$ cat config.mk
export PLATFORM = sky130hd
export DESIGN_NAME = grgc_group_count
export DESIGN_NICKNAME = d
export VERILOG_FILES = /design/src/hw/rtl/grgc_pkg.sv /design/src/hw/rtl/grgc_group_count.sv
export SDC_FILE = /design/constraint.sdc
export NUM_CORES = 1
export LEC_CHECK = 0
export ABC_AREA = 1
export BUFFER_PORTS_ARGS = -buffer_cell sky130_fd_sc_hd__clkbuf_2
export CORE_MARGIN = 1.5
export CORE_UTILIZATION = 47
export CTS_CLUSTER_DIAMETER = 120
export DETAILED_ROUTE_END_ITERATION = 8
export GPL_TIMING_DRIVEN = 0
export SETUP_SLACK_MARGIN = 0.1
export SYNTH_ARGS = -nofsm -noshare
export SYNTH_HDL_FRONTEND = slang
export SYNTH_SLANG_ARGS = --single-unit
$ cat constraint.sdc
create_clock -name clk -period 3.5 [get_ports clk]
set_input_delay 0.7 -clock clk [delete_from_list [all_inputs] [get_ports clk]]
set_output_delay 0.7 -clock clk [all_outputs]
set_load 0.02 [all_outputs]
$ cat src/hw/rtl/grgc_pkg.sv
// ----------------------------------------------------------------------------
// grgc_pkg: shared constants and types of the route group colorer
// Widths, sizes, status codes and the mask memory write word.
// ----------------------------------------------------------------------------
`default_nettype none

package grgc_pkg;

  localparam int NUM_LOCATIONS = 4096;
  localparam int LOC_W         = $clog2(NUM_LOCATIONS);
  localparam int MAX_GROUPS    = 64;
  localparam int GROUP_W       = $clog2(MAX_GROUPS);
  localparam int MAX_STOPS     = 256;
  localparam int STOP_IDX_W    = $clog2(MAX_STOPS);
  localparam int STOP_CNT_W    = STOP_IDX_W + 1;
  localparam int ROUTE_W       = 16;
  localparam int COUNT_W       = 17;
  localparam int STATUS_W      = 2;

  localparam logic [COUNT_W-1:0]  COUNT_MAX       = {COUNT_W{1'b1}};

  localparam logic [STATUS_W-1:0] STATUS_OK       = 2'd0;
  localparam logic [STATUS_W-1:0] STATUS_NO_GROUP = 2'd1;
  localparam logic [STATUS_W-1:0] STATUS_OVERFLOW = 2'd2;

  typedef struct packed {
    logic               clear;
    logic               set;
    logic [LOC_W-1:0]   addr;
    logic [GROUP_W-1:0] bit_sel;
  } mask_wr_t;

endpackage

`default_nettype wire

$ cat src/hw/rtl/grgc_group_count.sv
// ----------------------------------------------------------------------------
// grgc_group_count: member counters of the conflict groups
// Saturating counters in a small memory with registered read, cleared by the
// clearing pass after reset, one incremented per assigned route.
// ----------------------------------------------------------------------------
`default_nettype none

module grgc_group_count (
  input  wire logic                             clk,
  input  wire logic                             clr,
  input  wire logic [grgc_pkg::GROUP_W-1:0]     clr_sel,
  input  wire logic                             inc,
  input  wire logic [grgc_pkg::GROUP_W-1:0]     sel,
  output logic      [grgc_pkg::COUNT_W-1:0]     size_next
);

  logic [grgc_pkg::COUNT_W-1:0] counts [grgc_pkg::MAX_GROUPS];
  logic [grgc_pkg::COUNT_W-1:0] cur;

  assign size_next = (cur == grgc_pkg::COUNT_MAX) ? cur : cur + 1'b1;

  always_ff @(posedge clk) begin
    if (clr) begin
      counts[clr_sel] <= '0;
    end else if (inc) begin
      counts[sel] <= size_next;
    end
    cur <= counts[sel];
  end

endmodule

`default_nettype wire

=== Yosys cells after proc, flatten, opt, wreduce, memory -nomap -nowiden ===
Memories as Yosys holds them, arrays and structs flattened. A register that Yosys moved wholly into a read port is not among the register bits.
Cells that the tools add are included.

* Word-level logic and storage cells: 13
* Memories kept: 1
* Input bits: 15
* RAM bits: 1,088
* Output and inout bits: 17
* Flip-flop bits (word level): 0

* Reduce and logical (&&, ||, !) cells: 1
* Muxes and demuxes: 9
* Equal/unequal tests: 1
* $add $sub $neg: 1

{| class="wikitable"
|+ Memory list
! name !! depth !! width !! read ports !! clocked after Yosys merged registers in !! wr ports !! line !! text
|-
| counts || 64 || 17 || 1 || 1 || 1 || grgc_group_count.sv:17 || <nowiki>logic [grgc_pkg::COUNT_W-1:0] counts [grgc_pkg::MAX_GROUPS];</nowiki>
|}

{| class="wikitable"
|+ Operators with widths
! kind !! count
|-
| $mux 17 || 2
|-
| $add 17x1->17 const B || 1
|-
| $eq 17x17->1 const B || 1
|-
| $reduce_or 17->1 || 1
|-
| $mux 1 || 6
|-
| $mux 6 || 1
|}

=== Logic depth before layout (Yosys ltp) ===
* Word-level depth: 5
* Gate-level depth with buffers: 13
* Depth with buffers taken out: 9

=== Least setup slack after synthesis ===
Ideal clock, no wire load.

* Path type: register -> register
* Start: reg cur[0] (netlist name) (read register of counts)
* End: mem counts[0][12] (netlist name), data pin
* Setup time: 588 ps
* Slack: -209 ps
* Buffers on the path: 0
* Required time: 2,912 ps
* Clock period less this slack: 3,709 ps
* Arrival: 3,122 ps
* Stages on the path, launching flop included: 8
* Cell sequence: dfxtp_1 > ha_1 > nand3_1 > inv_1 > nand2_1 > nor2_1 > nand2_2 > a31oi_1

* Word-level cells in the longest chain between the ends: 3
* Elaborated cells between the ends (all ways): 4
* Those cells by class: add/sub (1); eq/ne (1); mux (2)

{| class="wikitable"
|+ RTL lines
! what !! line !! text
|-
| from (decl) || grgc_group_count.sv:18 || <nowiki>logic [grgc_pkg::COUNT_W-1:0] cur;</nowiki>
|-
| $add 17x1->17 or $eq 17x17->1 (tied branches) || grgc_group_count.sv:20 || <nowiki>assign size_next = (cur == grgc_pkg::COUNT_MAX) ? cur : cur + 1'b1;</nowiki>
|-
| $mux 17 (*) || grgc_group_count.sv:20 ||
|-
| $mux 17 (no source line) (*) || -- ||
|-
| to (decl) || grgc_group_count.sv:17 ||
|}

Mark *: on every way between the ends. The rest lies on a longest branch, timed or not.

=== Worst setup path in the final report ===
* Start: reg cur[0] (netlist name) (read register of counts)
* End: out size_next[15] (netlist name)

* Word-level cells in the longest chain between the ends: 2
* Elaborated cells between the ends (all ways): 3
* Those cells by class: add/sub (1); eq/ne (1); mux (1)

{| class="wikitable"
|+ RTL lines
! what !! line !! text
|-
| $add 17x1->17 or $eq 17x17->1 (tied branches) || grgc_group_count.sv:20 ||
|-
| $mux 17 (*) || grgc_group_count.sv:20 ||
|-
| to (decl) || grgc_group_count.sv:14 || <nowiki>output logic [grgc_pkg::COUNT_W-1:0] size_next</nowiki>
|}

Marked as above.

==> results by group <==
Status
  – Status: finished clean

GRT
  – GRT Residual Overflow: 0
  – GR Util met2: 45.13%
  – GR Util met3: 7.371%
  – First-pass GRT wire length: 210800 um
  – M1 GR Usage: 44.35%
  – Antenna violations before repair: 9
  – Largest net degree at the start of global routing: 65
  – Busiest layer in global routing: met2
  – Vias in the first global route: 29380
  – Total GRT Usage: 30.50%

CTS
  – Worst-skew pair later-pin latency: 0.71 ns
  – H-tree levels: 3
  – TritonCTS clock tree: built
  – Clk buf depth: 3
  – Clock sinks: 1105
  – Setup Fix Bufs, Post-CTS: 0
  – Clk slew on worst S/H paths: 0.06 ns
  – Clock root buffer: clkbuf_16
  – Cts bufs inserted: 114

Timing
  – Final Hold Viols: 0
  – Final Skew: 0.02056 ns
  – Fin crit period: 3.294 ns
  – Worst-margin pin slew: 1.297 ns
  – Final hold slack: 0.4181 ns
  – TNS Setup: 0 ns
  – Final Setup Violations: 0
  – Rel. slew slack: 13.57%
  – Fin. max-slew vios: 0
  – Fmax: 0.3036 GHz
  – RSZ-0062 raised after global routing: no
  – Final worst-path cycle share: 94.11%

Pwr
  – Lkg Pwr: 19.34 nW
  – Switch Pwr: 6.977 mW
  – Switching power share of the total: 23.84%
  – Clock share of power: 41.1%
  – Pwr dens: 555.6 nW/um2
  – Int Power: 22.29 mW
  – Sequential power share: 50.5%
  – Comb pwr share: 8.4%
  – Maximum VDD drop: 0.4486 mV

Die
  – Die Y: 312.8 um
  – Die X-Extent: 312.8 um
  – Core area: 95010 um2
  – Die ar.: 97860 um2
  – Initial core utilization: 47.48%
  – Number of I/O pins: 32
  – Row count: 113

Logic synthesis
  – Top-area cell type share of the netlist area: 72.42%
  – Leading area contributor after synthesis: edfxtp_1
  – Gate Count Post-Synth: 3877
  – Yosys warnings: 0
  – Mapped Nets: 3893
  – Fraction of the yosys area taken by sequential cells: 73.17%
  – Synthesis-stage register bit count: 1105
  – Synth top area cells: edfxtp_1, nand2_1, nand3_1
  – Syn Std Cell Area: 45120 um2
  – Mean Syn Cell Area: 11.64 um2
  – Post-synth cell types: 29

Route
  – Routed WL per cell: 27.42 um
  – Via Count: 31620
  – Total Wirelength: 149900 um
  – DRC Markers: 0
  – Post-DR vias/cell: 5.784
  – Antenna-violating nets left: 0
  – Detailed Routing Iterations Pass 1: 7
  – DRT iter0 DRCs: 4485

Setup path
  – Crit path kind: register to primary output
  – CP arrival: 2.59 ns
  – CP Capture Type: primary output
  – Crit Path Max Fanout: 10
  – Worst EP required: 2.80 ns
  – Startpoint types: register

Placement
  – Placer Congestion: 0.9818
  – Post-DP HPWL: 105400 um
  – I/O Buffers: 27

Finish
  – Area growth, synth to finish: 16.76%
  – Nets: 4127
  – Share of layout cells above drive strength 1: 12.52%
  – Most frequent cells in the layout: nand2_1, edfxtp_1, nand3_1
  – Most common cell after layout, fill and taps aside: nand2_1
  – Layout fillers: 8000

Job
  – Max-Cap Viols: 0

Min path
  – Hold Crit Class: input port to register
-- cells in the mapped netlist, drive strengths merged --
| master | count |
|---|---|
| a21oi | 12 |
| a31oi | 2 |
| buf | 186 |
| clkbuf | 55 |
| clkinv | 2 |
| dfxtp | 17 |
| edfxtp | 1088 |
| ha | 1 |
| inv | 35 |
| nand2 | 1421 |
| nand3 | 946 |
| nand4 | 12 |
| nor2 | 74 |
| nor3 | 6 |
| o21ai | 6 |
| or2 | 5 |
| xnor2 | 4 |
| xor2 | 5 |
-- worst max-delay path, cell delays in order (launching register included) --
cell and delay, ns:
dfxtp_1 0.42, ha_1 0.23, nand3_1 0.16, inv_1 0.14, nand2_1 0.10, nor2_2 0.18, nand2_4 0.14, nand3_2 0.29
clkbuf_2 0.24
-- final timing paths --
path	start	endpoint	slack (ns)	cells after the start
min reg2reg	counts[8][15]	cur[15]	0.88	8
min	sel[5]	cur[5]	0.42	3
max reg2reg	cur[0]	counts[30][0]	0.61	11
max	cur[0]	size_next[15]	0.21	8
-- sequential cells by signal, summed over array words and instances (netlist names) --
register,flops
cur,17
counts,1088
-- power groups by stage --
stage / Combinational [mW] / Sequential, mW / Clock, mW
2_1_floorplan: 1.22 / 15.0 / 0
3_3_place_gp: 2.18 / 15.1 / 0
3_5_place_dp: 2.40 / 15.0 / 0
4_1_cts: 2.41 / 14.8 / 12.1
5_1_grt: 2.61 / 14.8 / 12.6
6_report: 2.47 / 14.8 / 12.0
-- final cells by class --
cell class | instances | area (um2) | area share [%]
antenna | 1 | 2.502 | 0.004750
clock buffer | 149 | 3078 | 5.843
timing repair buffer | 118 | 1952 | 3.705
sequential | 1105 | 33010 | 62.67
tap | 1265 | 1583 | 3.005
buffer | 241 | 1229 | 2.332
clock inverter | 56 | 579.3 | 1.100
multi-input combinational | 2494 | 11100 | 21.08
inverter | 37 | 141.4 | 0.2684
-- repair_timing --
item / CTS / global route
hold buffers: 0 / 0
setup endpoints to repair: 2 / 14
resized for setup: 2 / 6
-- through the flow --
step / utilization [%] / std cells / power [mW] / setup WS (ns) / cell area, um2
6_report: 55.44 / 5466 / 29.27 / 0.2061 / 52680
3_3_place_gp: 49.31 / 5169 / 17.30 / -4.804 / 46850
5_1_grt: 55.44 / 5465 / 29.98 / 0.1133 / 52680
2_1_floorplan: - / 3877 / 16.27 / -0.1360 / 45130
3_5_place_dp: 51.57 / 5260 / 17.45 / -0.2137 / 49000
4_1_cts: 55.43 / 5465 / 29.26 / 0.1516 / 52660
-- routing by layer --
layer | wire length, um | vias to the layer above
met2 | 65610 | 1744
met1 | 61300 | 15530
met4 | 4997 | 4
met5 | 26 | -
li1 | - | 14090
met3 | 17940 | 248
-- cells by family (layout without fill, tap and decap cells) --
kind of cell,after synthesis,count (layout),synth area share [%]
compound gates,20,20,0.3106
xor+xnor,9,9,0.1747
fa+ha+maj,1,1,0.02773
buf+inv,278,601,3.015
flops,1105,1105,73.17
other cells,0,1,0
simple gates,2464,2464,23.30
Power figures use the tool's default switching activity.
